[src/rtl/core/hwc_pkg.sv]
package hwc_pkg;

	// Fixed geometry
	localparam int LIGHT_CNT   = 64;
	localparam int LIGHT_W     = (LIGHT_CNT > 1) ? $clog2(LIGHT_CNT) : 1;
	localparam int PHASE_W     = 15;
	localparam int INC_W       = 8;
	localparam int HOLD_W      = 12;
	localparam int PERIOD_W    = 13;
	localparam int LEVEL_W     = 8;
	localparam int IDX_W       = 6;
	localparam int CFG_IDX_W   = 2;
	localparam int CFG_DATA_W  = 12;

	localparam logic [PERIOD_W-1:0] PERIOD_BASE = 13'h100;
	localparam logic [INC_W-1:0]    INC_RESET   = 8'd8;
	localparam logic [HOLD_W-1:0]   HOLD_RESET  = 12'd1000;
	localparam logic [LEVEL_W-1:0]  FULL_LEVEL  = 8'hff;

	// Register indexes
	localparam logic [CFG_IDX_W-1:0] REG_PHASE_INC = 2'd0;
	localparam logic [CFG_IDX_W-1:0] REG_HOLD_TIME = 2'd1;

	// Request operations
	localparam logic OPER_TICK = 1'b0;
	localparam logic OPER_LOAD = 1'b1;

	// Hue wheel segments
	localparam logic [2:0] SEG_RED_GREEN_UP  = 3'd0;
	localparam logic [2:0] SEG_RED_DOWN      = 3'd1;
	localparam logic [2:0] SEG_BLUE_UP       = 3'd2;
	localparam logic [2:0] SEG_GREEN_DOWN    = 3'd3;
	localparam logic [2:0] SEG_RED_UP        = 3'd4;
	localparam logic [2:0] SEG_BLUE_DOWN     = 3'd5;

	// Microprogram step addresses
	localparam int STEP_W = 4;
	localparam logic [STEP_W-1:0] STEP_IDLE  = 4'd0;
	localparam logic [STEP_W-1:0] STEP_READ  = 4'd1;
	localparam logic [STEP_W-1:0] STEP_ADD   = 4'd2;
	localparam logic [STEP_W-1:0] STEP_MOD4  = 4'd3;
	localparam logic [STEP_W-1:0] STEP_MOD3  = 4'd4;
	localparam logic [STEP_W-1:0] STEP_MOD2  = 4'd5;
	localparam logic [STEP_W-1:0] STEP_MOD1  = 4'd6;
	localparam logic [STEP_W-1:0] STEP_MOD0  = 4'd7;
	localparam logic [STEP_W-1:0] STEP_WB    = 4'd8;
	localparam logic [STEP_W-1:0] STEP_SEG2  = 4'd9;
	localparam logic [STEP_W-1:0] STEP_SEG1  = 4'd10;
	localparam logic [STEP_W-1:0] STEP_SEG0  = 4'd11;
	localparam logic [STEP_W-1:0] STEP_EMIT  = 4'd12;
	localparam logic [STEP_W-1:0] STEP_LOAD  = 4'd13;

	typedef enum logic [2:0] {
		OP_IDLE = 3'd0,
		OP_READ = 3'd1,
		OP_ADD  = 3'd2,
		OP_MOD  = 3'd3,
		OP_WB   = 3'd4,
		OP_SEG  = 3'd5,
		OP_EMIT = 3'd6,
		OP_LOAD = 3'd7
	} op_t;

	typedef enum logic [1:0] {
		C_NEXT     = 2'd0,
		C_GOTO     = 2'd1,
		C_DISPATCH = 2'd2,
		C_EMIT     = 2'd3
	} cond_t;

	// One control word
	typedef struct packed {
		op_t               op;
		logic [2:0]        shamt;
		cond_t             cond;
		logic [STEP_W-1:0] target;
		logic              in_rdy;
	} ctl_t;

	// Status back to the sequencer
	typedef struct packed {
		logic acc;
		logic is_load;
		logic out_free;
		logic last;
	} sts_t;

	typedef struct packed {
		logic [INC_W-1:0]  inc;
		logic [HOLD_W-1:0] hold;
	} cfg_t;

	function automatic ctl_t mk(op_t op, logic [2:0] shamt, cond_t cond,
			logic [STEP_W-1:0] target, logic in_rdy);
		ctl_t c;
		c.op     = op;
		c.shamt  = shamt;
		c.cond   = cond;
		c.target = target;
		c.in_rdy = in_rdy;
		return c;
	endfunction

	// Microprogram ROM
	function automatic ctl_t ucode_rom(logic [STEP_W-1:0] pc);
		ctl_t c;
		c = mk(OP_IDLE, 3'd0, C_GOTO, STEP_IDLE, 1'b0);
		case (pc)
			STEP_IDLE: c = mk(OP_IDLE, 3'd0, C_DISPATCH, STEP_LOAD, 1'b1);
			STEP_READ: c = mk(OP_READ, 3'd0, C_NEXT, STEP_IDLE, 1'b0);
			STEP_ADD:  c = mk(OP_ADD,  3'd0, C_NEXT, STEP_IDLE, 1'b0);
			STEP_MOD4: c = mk(OP_MOD,  3'd4, C_NEXT, STEP_IDLE, 1'b0);
			STEP_MOD3: c = mk(OP_MOD,  3'd3, C_NEXT, STEP_IDLE, 1'b0);
			STEP_MOD2: c = mk(OP_MOD,  3'd2, C_NEXT, STEP_IDLE, 1'b0);
			STEP_MOD1: c = mk(OP_MOD,  3'd1, C_NEXT, STEP_IDLE, 1'b0);
			STEP_MOD0: c = mk(OP_MOD,  3'd0, C_NEXT, STEP_IDLE, 1'b0);
			STEP_WB:   c = mk(OP_WB,   3'd0, C_NEXT, STEP_IDLE, 1'b0);
			STEP_SEG2: c = mk(OP_SEG,  3'd2, C_NEXT, STEP_IDLE, 1'b0);
			STEP_SEG1: c = mk(OP_SEG,  3'd1, C_NEXT, STEP_IDLE, 1'b0);
			STEP_SEG0: c = mk(OP_SEG,  3'd0, C_NEXT, STEP_IDLE, 1'b0);
			STEP_EMIT: c = mk(OP_EMIT, 3'd0, C_EMIT, STEP_READ, 1'b0);
			STEP_LOAD: c = mk(OP_LOAD, 3'd0, C_GOTO, STEP_IDLE, 1'b0);
			default:   c = mk(OP_IDLE, 3'd0, C_GOTO, STEP_IDLE, 1'b0);
		endcase
		return c;
	endfunction

endpackage

[src/rtl/core/hwc_if.sv]
// Request channel into the block
interface hwc_in_if;
	logic                          valid;
	logic                          ready;
	logic                          operation;
	logic [hwc_pkg::IDX_W-1:0]     light_index;
	logic [hwc_pkg::PHASE_W-1:0]   phase_value;

	modport source (output valid, operation, light_index, phase_value, input ready);
	modport sink   (input valid, operation, light_index, phase_value, output ready);
endinterface

// Colour results out of the block
interface hwc_out_if;
	logic                          valid;
	logic                          ready;
	logic [hwc_pkg::IDX_W-1:0]     light_number;
	logic [hwc_pkg::LEVEL_W-1:0]   red_level;
	logic [hwc_pkg::LEVEL_W-1:0]   green_level;
	logic [hwc_pkg::LEVEL_W-1:0]   blue_level;
	logic                          last_light;

	modport source (output valid, light_number, red_level, green_level, blue_level,
		last_light, input ready);
	modport sink   (input valid, light_number, red_level, green_level, blue_level,
		last_light, output ready);
endinterface

// Register write channel
interface hwc_cfg_if;
	logic                           valid;
	logic                           ready;
	logic [hwc_pkg::CFG_IDX_W-1:0]  index;
	logic [hwc_pkg::CFG_DATA_W-1:0] data;

	modport source (output valid, index, data, input ready);
	modport sink   (input valid, index, data, output ready);
endinterface

[src/rtl/core/hwc_ram.sv]
// Simple dual-port RAM, registered read
module hwc_ram #(
	parameter int WIDTH = 8,
	parameter int DEPTH = 16
) (
	input  logic                                       clk,
	input  logic                                       we,
	input  logic [((DEPTH > 1) ? $clog2(DEPTH) : 1)-1:0] waddr,
	input  logic [WIDTH-1:0]                           wdata,
	input  logic [((DEPTH > 1) ? $clog2(DEPTH) : 1)-1:0] raddr,
	output logic [WIDTH-1:0]                           rdata
);

	logic [WIDTH-1:0] mem_q [DEPTH];

	always_ff @(posedge clk) begin
		if (we) begin
			mem_q[waddr] <= wdata;
		end
		rdata <= mem_q[raddr];
	end

endmodule

[src/rtl/core/hwc_seq.sv]
// Microcode sequencer: step counter, control ROM, jump logic
module hwc_seq (
	input  logic          clk,
	input  logic          arst_n,
	input  hwc_pkg::sts_t sts,
	output hwc_pkg::ctl_t ctl
);

	logic [hwc_pkg::STEP_W-1:0] pc_q;
	logic [hwc_pkg::STEP_W-1:0] pc_nxt;

	assign ctl = hwc_pkg::ucode_rom(pc_q);

	// Next step
	always_comb begin
		pc_nxt = pc_q;
		case (ctl.cond)
			hwc_pkg::C_NEXT: pc_nxt = pc_q + 1'b1;
			hwc_pkg::C_GOTO: pc_nxt = ctl.target;
			hwc_pkg::C_DISPATCH: begin
				if (sts.acc) begin
					pc_nxt = sts.is_load ? ctl.target : pc_q + 1'b1;
				end
			end
			hwc_pkg::C_EMIT: begin
				if (sts.out_free) begin
					pc_nxt = sts.last ? hwc_pkg::STEP_IDLE : ctl.target;
				end
			end
			default: pc_nxt = hwc_pkg::STEP_IDLE;
		endcase
	end

	always_ff @(posedge clk or negedge arst_n) begin
		if (!arst_n) begin
			pc_q <= hwc_pkg::STEP_IDLE;
		end else begin
			pc_q <= pc_nxt;
		end
	end

endmodule

[src/rtl/core/hwc_dp.sv]
// Datapath: phase store, restoring modulo and segment steps, colour output
module hwc_dp (
	input  logic          clk,
	input  logic          arst_n,
	input  hwc_pkg::ctl_t ctl,
	input  hwc_pkg::cfg_t cfg,
	output hwc_pkg::sts_t sts,
	hwc_in_if.sink        in_ch,
	hwc_out_if.source     out_ch
);

	localparam int LW = hwc_pkg::LIGHT_W;
	localparam int PW = hwc_pkg::PHASE_W;
	localparam int LIGHT_VEC = hwc_pkg::LIGHT_CNT;

	logic                          acc;
	logic [hwc_pkg::PERIOD_W-1:0]  period;
	logic [PW-1:0]                 full;
	logic [PW+3:0]                 full_sh;
	logic [PW+4:0]                 mod_diff;
	logic [PW-1:0]                 per_sh;
	logic [PW:0]                   seg_diff;
	logic [PW-1:0]                 rd_ph;
	logic [PW-1:0]                 ram_rdata;
	logic [PW-1:0]                 ld_clamped;
	logic                          ld_in_range;
	logic                          ram_we;
	logic [LW-1:0]                 ram_waddr;
	logic [PW-1:0]                 ram_wdata;
	logic                          out_free;
	logic                          emit_go;
	logic [hwc_pkg::LEVEL_W-1:0]   off;
	logic [hwc_pkg::LEVEL_W-1:0]   r_c, g_c, b_c;

	logic [LW-1:0]                 light_q;
	logic [LIGHT_VEC-1:0]          vld_q;
	logic [PW:0]                   p_q;
	logic [PW-1:0]                 rem_q;
	logic [2:0]                    seg_q;
	logic [hwc_pkg::IDX_W-1:0]     ld_idx_q;
	logic [PW-1:0]                 ld_val_q;
	logic                          out_vld_q;
	logic [hwc_pkg::IDX_W-1:0]     out_num_q;
	logic [hwc_pkg::LEVEL_W-1:0]   out_r_q, out_g_q, out_b_q;
	logic                          out_last_q;

	// Handshake and status
	assign in_ch.ready  = ctl.in_rdy;
	assign acc          = in_ch.valid & ctl.in_rdy;
	assign out_free     = !out_vld_q || out_ch.ready;
	assign emit_go      = (ctl.op == hwc_pkg::OP_EMIT) && out_free;
	assign sts.acc      = acc;
	assign sts.is_load  = (in_ch.operation == hwc_pkg::OPER_LOAD);
	assign sts.out_free = out_free;
	assign sts.last     = (light_q == LW'(hwc_pkg::LIGHT_CNT - 1));

	// Period and six-period span from the hold time
	assign period = hwc_pkg::PERIOD_BASE + hwc_pkg::PERIOD_W'(cfg.hold);
	assign full   = {period, 2'b00} + PW'({period, 1'b0});

	// Restoring steps on shifted divisors
	assign full_sh  = {4'b0, full} << ctl.shamt;
	assign mod_diff = {4'b0, p_q} - {1'b0, full_sh};
	assign per_sh   = {2'b0, period} << ctl.shamt;
	assign seg_diff = {1'b0, rem_q} - {1'b0, per_sh};

	// Unwritten lights read as zero
	assign rd_ph = vld_q[light_q] ? ram_rdata : '0;

	// Load clamp and range check
	assign ld_clamped  = (ld_val_q >= full) ? (full - PW'(1)) : ld_val_q;
	assign ld_in_range = ({1'b0, ld_idx_q} < 7'(hwc_pkg::LIGHT_CNT));

	// Phase store write port
	always_comb begin
		ram_we    = 1'b0;
		ram_waddr = light_q;
		ram_wdata = p_q[PW-1:0];
		if (ctl.op == hwc_pkg::OP_WB) begin
			ram_we = 1'b1;
		end else if (ctl.op == hwc_pkg::OP_LOAD) begin
			ram_we    = ld_in_range;
			ram_waddr = ld_idx_q[LW-1:0];
			ram_wdata = ld_clamped;
		end
	end

	hwc_ram #(
		.WIDTH (PW),
		.DEPTH (hwc_pkg::LIGHT_CNT)
	) u_phase_ram (
		.clk   (clk),
		.we    (ram_we),
		.waddr (ram_waddr),
		.wdata (ram_wdata),
		.raddr (light_q),
		.rdata (ram_rdata)
	);

	// Hue wheel colour
	assign off = (rem_q > PW'(hwc_pkg::FULL_LEVEL)) ? hwc_pkg::FULL_LEVEL
		: rem_q[hwc_pkg::LEVEL_W-1:0];

	always_comb begin
		r_c = hwc_pkg::FULL_LEVEL;
		g_c = '0;
		b_c = hwc_pkg::FULL_LEVEL - off;
		case (seg_q)
			hwc_pkg::SEG_RED_GREEN_UP: begin
				r_c = hwc_pkg::FULL_LEVEL; g_c = off; b_c = '0;
			end
			hwc_pkg::SEG_RED_DOWN: begin
				r_c = hwc_pkg::FULL_LEVEL - off; g_c = hwc_pkg::FULL_LEVEL; b_c = '0;
			end
			hwc_pkg::SEG_BLUE_UP: begin
				r_c = '0; g_c = hwc_pkg::FULL_LEVEL; b_c = off;
			end
			hwc_pkg::SEG_GREEN_DOWN: begin
				r_c = '0; g_c = hwc_pkg::FULL_LEVEL - off; b_c = hwc_pkg::FULL_LEVEL;
			end
			hwc_pkg::SEG_RED_UP: begin
				r_c = off; g_c = '0; b_c = hwc_pkg::FULL_LEVEL;
			end
			default: begin
				r_c = hwc_pkg::FULL_LEVEL; g_c = '0; b_c = hwc_pkg::FULL_LEVEL - off;
			end
		endcase
	end

	// Control registers: light counter, valid bits, output valid
	always_ff @(posedge clk or negedge arst_n) begin
		if (!arst_n) begin
			light_q   <= '0;
			vld_q     <= '0;
			out_vld_q <= 1'b0;
		end else begin
			if (acc && in_ch.operation == hwc_pkg::OPER_TICK) begin
				light_q <= '0;
			end else if (emit_go) begin
				light_q <= light_q + 1'b1;
			end
			if (ram_we) begin
				vld_q[ram_waddr] <= 1'b1;
			end
			if (emit_go) begin
				out_vld_q <= 1'b1;
			end else if (out_ch.ready) begin
				out_vld_q <= 1'b0;
			end
		end
	end

	// Working registers
	always_ff @(posedge clk) begin
		if (acc) begin
			ld_idx_q <= in_ch.light_index;
			ld_val_q <= in_ch.phase_value;
		end
		case (ctl.op)
			hwc_pkg::OP_ADD: p_q <= {1'b0, rd_ph} + (PW + 1)'(cfg.inc);
			hwc_pkg::OP_MOD: begin
				if (!mod_diff[PW+4]) begin
					p_q <= mod_diff[PW:0];
				end
			end
			hwc_pkg::OP_WB: begin
				rem_q <= p_q[PW-1:0];
				seg_q <= '0;
			end
			hwc_pkg::OP_SEG: begin
				if (!seg_diff[PW]) begin
					rem_q               <= seg_diff[PW-1:0];
					seg_q[ctl.shamt[1:0]] <= 1'b1;
				end
			end
			default: ;
		endcase
		if (emit_go) begin
			out_num_q  <= hwc_pkg::IDX_W'(light_q);
			out_r_q    <= r_c;
			out_g_q    <= g_c;
			out_b_q    <= b_c;
			out_last_q <= sts.last;
		end
	end

	assign out_ch.valid        = out_vld_q;
	assign out_ch.light_number = out_num_q;
	assign out_ch.red_level    = out_r_q;
	assign out_ch.green_level  = out_g_q;
	assign out_ch.blue_level   = out_b_q;
	assign out_ch.last_light   = out_last_q;

	// Phase written back is always inside six periods
	a_wb_wrapped: assert property (@(posedge clk) disable iff (!arst_n)
		ctl.op == hwc_pkg::OP_WB |-> p_q < {1'b0, full})
		else $error("phase not reduced before write-back");

	// Segment never reaches six
	a_seg_range: assert property (@(posedge clk) disable iff (!arst_n)
		ctl.op == hwc_pkg::OP_EMIT |-> seg_q <= hwc_pkg::SEG_BLUE_DOWN)
		else $error("segment out of range");

	// A result only appears after an emit step
	a_out_src: assert property (@(posedge clk) disable iff (!arst_n)
		$rose(out_vld_q) |-> $past(ctl.op == hwc_pkg::OP_EMIT))
		else $error("result without emit step");

endmodule

[src/rtl/core/led_hue_wheel_cycler_core.sv]
// Load request: accepted in the idle step, phase stored in the step that follows.
// Tick request: accepted in the idle step, then 12 microcode steps per light (read, add, five
// modulo steps, write-back, three segment steps, emit) for each of the 64 lights.
// The first result is registered in light 0's emit step; a stalled output holds the emit step.
// Reset (arst_n low) returns the sequencer to idle, all phases read as zero,
// phase_increment to 8 and hold_time to 1000.
module led_hue_wheel_cycler_core (
	input  logic      clk,
	input  logic      arst_n,
	hwc_in_if.sink    in_ch,
	hwc_out_if.source out_ch,
	hwc_cfg_if.sink   cfg
);

	hwc_pkg::ctl_t ctl;
	hwc_pkg::sts_t sts;
	hwc_pkg::cfg_t cfg_q;

	// Register file
	assign cfg.ready = 1'b1;

	always_ff @(posedge clk or negedge arst_n) begin
		if (!arst_n) begin
			cfg_q.inc  <= hwc_pkg::INC_RESET;
			cfg_q.hold <= hwc_pkg::HOLD_RESET;
		end else if (cfg.valid) begin
			if (cfg.index == hwc_pkg::REG_PHASE_INC) begin
				cfg_q.inc <= cfg.data[hwc_pkg::INC_W-1:0];
			end else if (cfg.index == hwc_pkg::REG_HOLD_TIME) begin
				cfg_q.hold <= cfg.data[hwc_pkg::HOLD_W-1:0];
			end
		end
	end

	hwc_seq u_seq (
		.clk    (clk),
		.arst_n (arst_n),
		.sts    (sts),
		.ctl    (ctl)
	);

	hwc_dp u_dp (
		.clk    (clk),
		.arst_n (arst_n),
		.ctl    (ctl),
		.cfg    (cfg_q),
		.sts    (sts),
		.in_ch  (in_ch),
		.out_ch (out_ch)
	);

endmodule

[src/flat_wrapper.sv]
// flat-port wrapper written by rule: the top's interface ports become plain ports
module led_hue_wheel_cycler_core_flat 
  (clk, arst_n, in_ch_valid, in_ch_operation, in_ch_light_index, in_ch_phase_value, in_ch_ready, out_ch_valid, out_ch_light_number, out_ch_red_level, out_ch_green_level, out_ch_blue_level, out_ch_last_light, out_ch_ready, cfg_valid, cfg_index, cfg_data, cfg_ready);
  hwc_in_if in_ch_i ();
  hwc_out_if out_ch_i ();
  hwc_cfg_if cfg_i ();
  input  logic clk;
  input  logic arst_n;
  input wire logic [$bits(in_ch_i.valid)-1:0] in_ch_valid;
  input wire logic [$bits(in_ch_i.operation)-1:0] in_ch_operation;
  input wire logic [$bits(in_ch_i.light_index)-1:0] in_ch_light_index;
  input wire logic [$bits(in_ch_i.phase_value)-1:0] in_ch_phase_value;
  output wire logic [$bits(in_ch_i.ready)-1:0] in_ch_ready;
  output wire logic [$bits(out_ch_i.valid)-1:0] out_ch_valid;
  output wire logic [$bits(out_ch_i.light_number)-1:0] out_ch_light_number;
  output wire logic [$bits(out_ch_i.red_level)-1:0] out_ch_red_level;
  output wire logic [$bits(out_ch_i.green_level)-1:0] out_ch_green_level;
  output wire logic [$bits(out_ch_i.blue_level)-1:0] out_ch_blue_level;
  output wire logic [$bits(out_ch_i.last_light)-1:0] out_ch_last_light;
  input wire logic [$bits(out_ch_i.ready)-1:0] out_ch_ready;
  input wire logic [$bits(cfg_i.valid)-1:0] cfg_valid;
  input wire logic [$bits(cfg_i.index)-1:0] cfg_index;
  input wire logic [$bits(cfg_i.data)-1:0] cfg_data;
  output wire logic [$bits(cfg_i.ready)-1:0] cfg_ready;
  assign in_ch_i.valid = in_ch_valid;
  assign in_ch_i.operation = in_ch_operation;
  assign in_ch_i.light_index = in_ch_light_index;
  assign in_ch_i.phase_value = in_ch_phase_value;
  assign in_ch_ready = in_ch_i.ready;
  assign out_ch_valid = out_ch_i.valid;
  assign out_ch_light_number = out_ch_i.light_number;
  assign out_ch_red_level = out_ch_i.red_level;
  assign out_ch_green_level = out_ch_i.green_level;
  assign out_ch_blue_level = out_ch_i.blue_level;
  assign out_ch_last_light = out_ch_i.last_light;
  assign out_ch_i.ready = out_ch_ready;
  assign cfg_i.valid = cfg_valid;
  assign cfg_i.index = cfg_index;
  assign cfg_i.data = cfg_data;
  assign cfg_ready = cfg_i.ready;
  led_hue_wheel_cycler_core u_core (.clk(clk), .arst_n(arst_n), .in_ch(in_ch_i), .out_ch(out_ch_i), .cfg(cfg_i));
endmodule
[config.mk]
export PLATFORM = sky130hd
export DESIGN_NAME = led_hue_wheel_cycler_core_flat
export DESIGN_NICKNAME = d
export VERILOG_FILES = /design/src/rtl/core/hwc_pkg.sv /design/src/rtl/core/hwc_if.sv /design/src/rtl/core/hwc_ram.sv /design/src/rtl/core/hwc_seq.sv /design/src/rtl/core/hwc_dp.sv /design/src/rtl/core/led_hue_wheel_cycler_core.sv /design/src/flat_wrapper.sv
export SDC_FILE = /design/constraint.sdc
export NUM_CORES = 1
export LEC_CHECK = 0
export ABC_AREA = 1
export CAP_MARGIN = 30
export CORE_MARGIN = 8
export CORE_UTILIZATION = 30
export DETAILED_ROUTE_END_ITERATION = 10
export DONT_BUFFER_PORTS = 1
export PLACE_DENSITY = 0.54
export SYNTH_ARGS = -nofsm -noshare
export SYNTH_HDL_FRONTEND = slang
export SYNTH_HIERARCHICAL = 1
export SYNTH_SLANG_ARGS = --single-unit
[constraint.sdc]
create_clock -name clk -period 10.9 [get_ports clk]
set_input_delay 0.545 -clock clk [delete_from_list [all_inputs] [get_ports clk]]
set_output_delay 0.545 -clock clk [all_outputs]
set_load 0.005 [all_outputs]
After elaboration in Yosys (flattened, before gate mapping)

Memory sizes are Yosys's and may differ from the RTL's. A register that Yosys moved wholly into a read port is not among the register bits.
Cells that the tools add are included.

Register bits after elaboration: 181
RAM bits: 960
Bits in read-only memories: 192
Input port bits: 41
Output and inout bits: 34
Memories kept: 2

$add $sub $neg: 9
Magnitude comparators: 7
Equal/unequal tests: 19
Shifts and indexed selects: 2
Multiplexer cells: 35
Bitwise operators: 5
Reductions and logical operators: 22

Memories:

| name                          | words | width | read ports | clocked after memory_dff | wr ports | line           | RTL |
|---|---|---|---|---|---|---|---|
| u_core.u_dp.u_phase_ram.mem_q | 64    | 15    | 1          | 1                        | 1        | hwc_ram.sv:14  | `logic [WIDTH-1:0] mem_q [DEPTH];` |
| (no name shown)               | 16    | 12    | 1          | 0                        | 0        | hwc_pkg.sv:108 | `case (pc)` |

Operators with widths:

| kind                                                       | number |
|---|---|
| two-way mux 15 bit                                         | 5 |
| case mux 8 bit (3 select lines)                            | 3 |
| bitwise OR 64 bit                                          | 1 |
| case mux 16 bit (2 select lines)                           | 1 |
| case mux 15 bit (2 select lines)                           | 1 |
| two-way mux 6 bit                                          | 4 |
| subtractor 16 x 19 -> 20 bit                               | 1 |
| left shift 15 x 3 -> 19 bit                                | 1 |
| adder 15 x 8 -> 16 bit                                     | 1 |
| two-way mux 16 bit                                         | 1 |
| two-way mux 4 bit                                          | 4 |
| case mux 4 bit (4 select lines)                            | 1 |
| subtractor 15 x 15 -> 16 bit                               | 1 |
| adder 15 x 14 -> 15 bit                                    | 1 |
| equality test 3 bit, second input constant                 | 5 |
| greater-or-equal comparator 15 bit                         | 1 |
| > comparator 15 x 8 -> 1 bit, second input constant        | 1 |
| left shift 13 x 3 -> 15 bit                                | 1 |
| subtractor 15 x 1 -> 15 bit, second input constant         | 1 |
| less-than comparator 6 x 7 -> 1 bit, second input constant | 2 |
| adder 9 x 12 -> 13 bit, first input constant               | 1 |
| equality test 3 x 2 -> 1 bit, second input constant        | 4 |
| two-way mux 1 bit                                          | 9 |
| two-way mux 8 bit                                          | 1 |
| other kinds (28)                                           | 47 |

Depth between registers and ports, before layout

An unclocked memory read counts as a cell.

Word-level depth: 9
Gate-level depth with buffers: 33

Cells and area by module

The synthesis kept the hierarchy.

Modules (own cells, without submodules):

| module                    | times used | cells an instance | area an instance (um^2) |
|---|---|---|---|
| hwc_ram                   | 1          | 3304              | 39273.9 |
| hwc_dp                    | 1          | 1445              | 11204.5 |
| led_hue_wheel_cycler_core | 1          | 91                | 850.8 |
| hwc_seq                   | 1          | 70                | 464.2 |

Worst setup path before layout

OpenSTA, ideal clock, no wires.

Path kind: register to register
Start point: reg u_core/cfg_q[0] in the netlist's numbering
End point: mem u_core/u_dp/u_phase_ram/mem_q[0][7] in the netlist's numbering (data pin)
Arrival: 5.677 ns
Data required time: 10.198 ns
Setup slack: 4.521 ns
Stages on the path, launching flop included: 22
Path through: dfrtp_1 -> ha_1 -> inv_1 -> fa_1 -> nand3b_2 -> nand2_4 -> nand2_4 -> nand3_4 -> nand3_1 -> nand2_1 -> nand2_1 -> nand2_1 -> inv_1 -> ha_1 -> nand2_1 -> nor2_1 -> nand2_1 -> o211a_1 -> nand3_1 -> clkbuf_1 -> o21ai_0 -> o21ai_0

Cells in the longest elaborated chain, start to end: 6
Elaborated cells between the ends (all ways): 7
Those cells by class: add/sub: 3; order compare: 1; mux: 3

RTL lines:

| element                                                                                  | line                            | RTL |
|---|---|---|
| from (decl)                                                                              | led_hue_wheel_cycler_core.sv:17 | `hwc_pkg::cfg_t cfg_q;` |
| adder 9 x 12 -> 13 bit (*)                                                               | hwc_dp.sv:58                    | `assign period = hwc_pkg::PERIOD_BASE + hwc_pkg::PERIOD_W'(cfg.hold);` |
| adder 15 x 14 -> 15 bit (*)                                                              | hwc_dp.sv:59                    | `assign full = {period, 2'b00} + PW'({period, 1'b0});` |
| subtractor 15 x 1 -> 15 bit / greater-or-equal comparator 15 bit (equally long branches) | hwc_dp.sv:71                    | `assign ld_clamped = (ld_val_q >= full) ? (full - PW'(1)) : ld_val_q;` |
| two-way mux 15 bit (*)                                                                   | hwc_dp.sv:71                    |  |
| two-way mux 15 bit (*)                                                                   | hwc_dp.sv:81                    | `end else if (ctl.op == hwc_pkg::OP_LOAD) begin` |
| two-way mux 15 bit (*)                                                                   | hwc_dp.sv:79                    | `if (ctl.op == hwc_pkg::OP_WB) begin` |
| net u_core.u_dp.ram_wdata[7]                                                             | hwc_dp.sv:29                    | `logic [PW-1:0] ram_wdata;` |
| to (decl)                                                                                | hwc_ram.sv:14                   |  |

Mark *: on every way through the listed nets, which the timed path passes. The rest lies on a longest branch.

Worst setup path after layout

Start point: reg u_core/cfg_q[0] in the netlist's numbering
End point: mem u_core/u_dp/u_phase_ram/mem_q[18][8] in the netlist's numbering (data pin)

Same word-level chain as after synthesis.

==> summary.md <==
| Metric | Value |
|---|---|
| Outcome | finished, final reports clean |
| DIE HEIGHT | 431 microns |
| Final slew viol count | 0 |
| Nature of the critical path startpoint | register |
| Final ANT Viol Nets | 0 |
| Pin count of the biggest net entering global routing | 185 |
| Antenna violations before repair | 1 |
| Post-Place Cell Area | 0.0543 sq mm |
| YS warnings | 6 |
| DRC Markers | 0 |
| Post-Place Worst Slack | 5.50 ns |
| Pwr dens | 292 mW/mm^2 |
| RSZ-0062 raised after global routing | no |
| Post-detail-place hpwl | 84.9 mm |
| Worst EP required | 11.36 ns |
| WP data arrival | 5.88 ns |
| Logic pwr share | 40.3% |
| Setup Skew | 0.0398 ns |
| Worst skew pair latency | 0.74 ns |
| Post-route clock period utilization | 49.7% |
| Synth-to-Final Area Change | 13.3% |
| Crit path kind | register to register |
| Finish-stage setup viols | 0 |
| Hold Crit Class | primary input to register |
| Vias per cell | 4.90 |
| Routed len/inst | 19.6 microns |
| WP buf/inv | 4 |
| CP top delay family | simple AND/OR/NAND/NOR gates |
| Slew margin rel. | 30.4% |
| Via count | 35.9k |
| GRT Overall Usage | 14.9% |
| Clk slew on worst S/H paths | 0.06 ns |
| Vias in the first global route | 34.2k |
| Max rail drop VDD | 0.000299 V |
| Slowest CP cell | buf_4 |
| Avg Inst Size Synth | 10.6 sq um |
| First-pass GRT wire length | 217 mm |
| Leakage power | 21.8 nW |
| Setup crit end kind | register |
| Remaining Overflow, GRT | 0 |
| Clock network fraction of total power | 22.7% |
| Peak fanout along the critical path | 48 |
| Initial DRT Pass Iterations | 8 |
| Clk sinks | 1,156 |
| Period minus WS final | 5.42 ns |
| Total CTS buffers | 118 |
| Net Sw Frac | 41.6% |
| Cell Chain, Critical Path | ha_1, inv_1, fa_1, nand3b_2, nand2_4, nand2_4, nand3_4, nand3_1, nand2_1, nand2_1, nand2_1, inv_1, ha_1, nand2_1, nor2_1, nand2_1, o211a_1, nand3_1, inv_1, nor3b_1, o21ai_4, buf_4 |
| Design area | 0.0586 sq mm |
| Max_cap viols | 0 |
| Synth Net Count | 5,021 |
| Critical Path Max Stage Delay | 0.55 ns |
| Core Area | 0.172 sq mm |
| Most frequent CP cell | nand2_1 |
| Switching pwr | 0.00713 W |
| Nets@finish | 5,042 |
| GPL Wtd Cong | 0.900 |
| Final-report hold violation count | 0 |
| Actual slew at the worst max-slew pin | 1.04 ns |
| Worst Setup SP | u_core/cfg_q[0]$_DFFE_PN0P_ |
| Reg-to-reg startpoint | u_core/cfg_q[0]$_DFFE_PN0P_ |
| DIE WIDTH | 431 microns |
| Clk buf depth | 3 |
| Clk root buf | clkbuf_16 |
| Post-synthesis cell count | 4,904 |
| Die area | 0.186 sq mm |
| Reg power frac | 36.9% |
| IO buf count | 0 |
| Routed WL | 144 mm |
| Max Fclk | 0.184 GHz |
| H-tree levels | 3 |
| HP Start | in_ch_operation |
| Total negative slack | 0 ns |
| Iteration-0 DRC count of the detailed router | 3,191 |
| Boundary Pins | 75 |
| Final Worst Setup Slack | 5.48 ns |
| CTS tree | done |
| Synthesized cell area | 0.0518 sq mm |
| # rows | 152 |
| Internal | 0.0100 W |
| Initial Utilization | 30.2% |
| Share of cells above drive strength 1 | 7.92% |
| Postcts setup bufs | 0 |
## cells in the final DEF, fill, tap and decap left out, types with 6 or more instances in the layout
| master | instances |
|---|---|
| dfstp_2 | 7 |
| nand2_1 | 1633 |
| nor2_2 | 15 |
| xnor2_1 | 7 |
| o21ai_4 | 10 |
| clkinv_2 | 14 |
| a21oi_1 | 76 |
| nand3_1 | 924 |
| nand2_2 | 18 |
| o21ai_1 | 27 |
| o21bai_1 | 22 |
| clkbuf_16 | 120 |
| o21ai_0 | 140 |
| buf_4 | 104 |
| clkbuf_1 | 29 |
| clkinv_1 | 31 |
| dfrtp_1 | 84 |
| o211ai_1 | 27 |
| nand2_4 | 6 |
| nor4_2 | 8 |
| edfxtp_1 | 1046 |
| a31oi_1 | 7 |
| dlygate4sd3_1 | 46 |
| inv_1 | 182 |
| clkbuf_8 | 7 |
| dfxtp_1 | 15 |
| a211oi_1 | 7 |
| nor2_1 | 154 |
| nand4_1 | 43 |
| or2_2 | 8 |
| ha_1 | 73 |
| inv_2 | 15 |
| xor2_1 | 10 |
## path summary, 6_finish.rpt
check | endpoint | slack, ns | cells past startpoint
setup / recovery | u_core/u_dp/u_phase_ram/mem_q[18][8]$_DFFE_PP_ | 5.48 | 22
hold / removal | u_core/u_seq/pc_q[0]$_DFFE_PN0P_ | 0.06 | 4
setup reg to reg | u_core/u_dp/u_phase_ram/mem_q[18][8]$_DFFE_PP_ | 5.48 | 22
hold reg to reg | u_core/u_dp/vld_q[47]$_DFFE_PN0P_ | 0.45 | 2
max in group asynchronous | u_core/u_dp/light_q[0]$_DFFE_PN0P_ | 9.99 | 2
min in group asynchronous | u_core/u_dp/vld_q[27]$_DFFE_PN0P_ | 0.51 | 2
## layer usage
metal	part of all wire, %	track usage [%]	wire length [microns]
met5	0	0	0
met4	2.8	4.29	3980
met3	5.6	2.42	8000
met2	46	23.7	66000
met1	46	20.9	66100
## area by class of cell
type	instances	area, sq um
fill	17155	113000
sequential	1156	34100
multi-input combinational	3286	15700
clock buffer	156	3210
tap	2310	2890
timing repair buffer	160	1440
inverter	203	782
clock inverter	63	515
antenna	2	5.00
## state kept, by name (all words and copies together), names as in the netlist, 4 cells and up
register	flops
u_core/u_dp/rem_q	15
u_core/u_dp/out_ch.green_level	8
u_core/u_dp/vld_q	64
u_core/u_dp/p_q	16
u_core/u_dp/out_ch.light_number	6
u_core/u_dp/ld_val_q	15
u_core/u_dp/ld_idx_q	6
u_core/u_dp/out_ch.red_level	8
u_core/u_dp/u_phase_ram/mem_q	960
u_core/u_seq/pc_q	4
u_core/u_dp/out_ch.blue_level	8
u_core/cfg_q	20
u_core/u_dp/u_phase_ram/rdata	15
u_core/u_dp/light_q	6
## power groups by stage
stage          Combinational, W  Sequential, W  Clock [W]
4_1_cts                 0.00686        0.00636    0.00399
5_1_grt                 0.00763        0.00636    0.00415
3_5_place_dp            0.00681        0.00645          0
2_1_floorplan           0.00460        0.00633          0
3_3_place_gp            0.00673        0.00644          0
6_report                0.00691        0.00633    0.00390
## per-stage QoR
step | util (%) | instances | hold WS [ns] | power [W]
global route | 34.2 | 7335 | 0.0611 | 0.0181
detailed placement | 31.7 | 7065 | 0.254 | 0.0133
global placement | 31.6 | 7057 | 0.255 | 0.0132
CTS | 34.1 | 7331 | 0.00777 | 0.0172
floorplan | - | 4904 | 0.249 | 0.0109
finish | 34.2 | 7336 | 0.0632 | 0.0171
## what timing repair did
action                                  CTS  global route
hold endpoints to repair                136             0
endpoints found under the setup margin    0             0
gates resized for setup                   0             0
hold buffers                             47             0
## worst reg2reg max path: stages, from the launching register on
cell      delay, ns
dfrtp_1        0.53
ha_1           0.24
inv_1          0.06
fa_1           0.42
nand3b_2       0.27
nand2_4        0.13
nand2_4        0.06
nand3_4        0.09
nand3_1        0.11
nand2_1        0.08
nand2_1        0.06
nand2_1        0.12
inv_1          0.09
ha_1           0.29
nand2_1        0.11
nor2_1         0.07
nand2_1        0.07
o211a_1        0.13
nand3_1        0.53
inv_1          0.41
nor3b_1        0.13
o21ai_4        0.50
buf_4          0.55
Note: power is estimated with default switching activity, not from simulation.
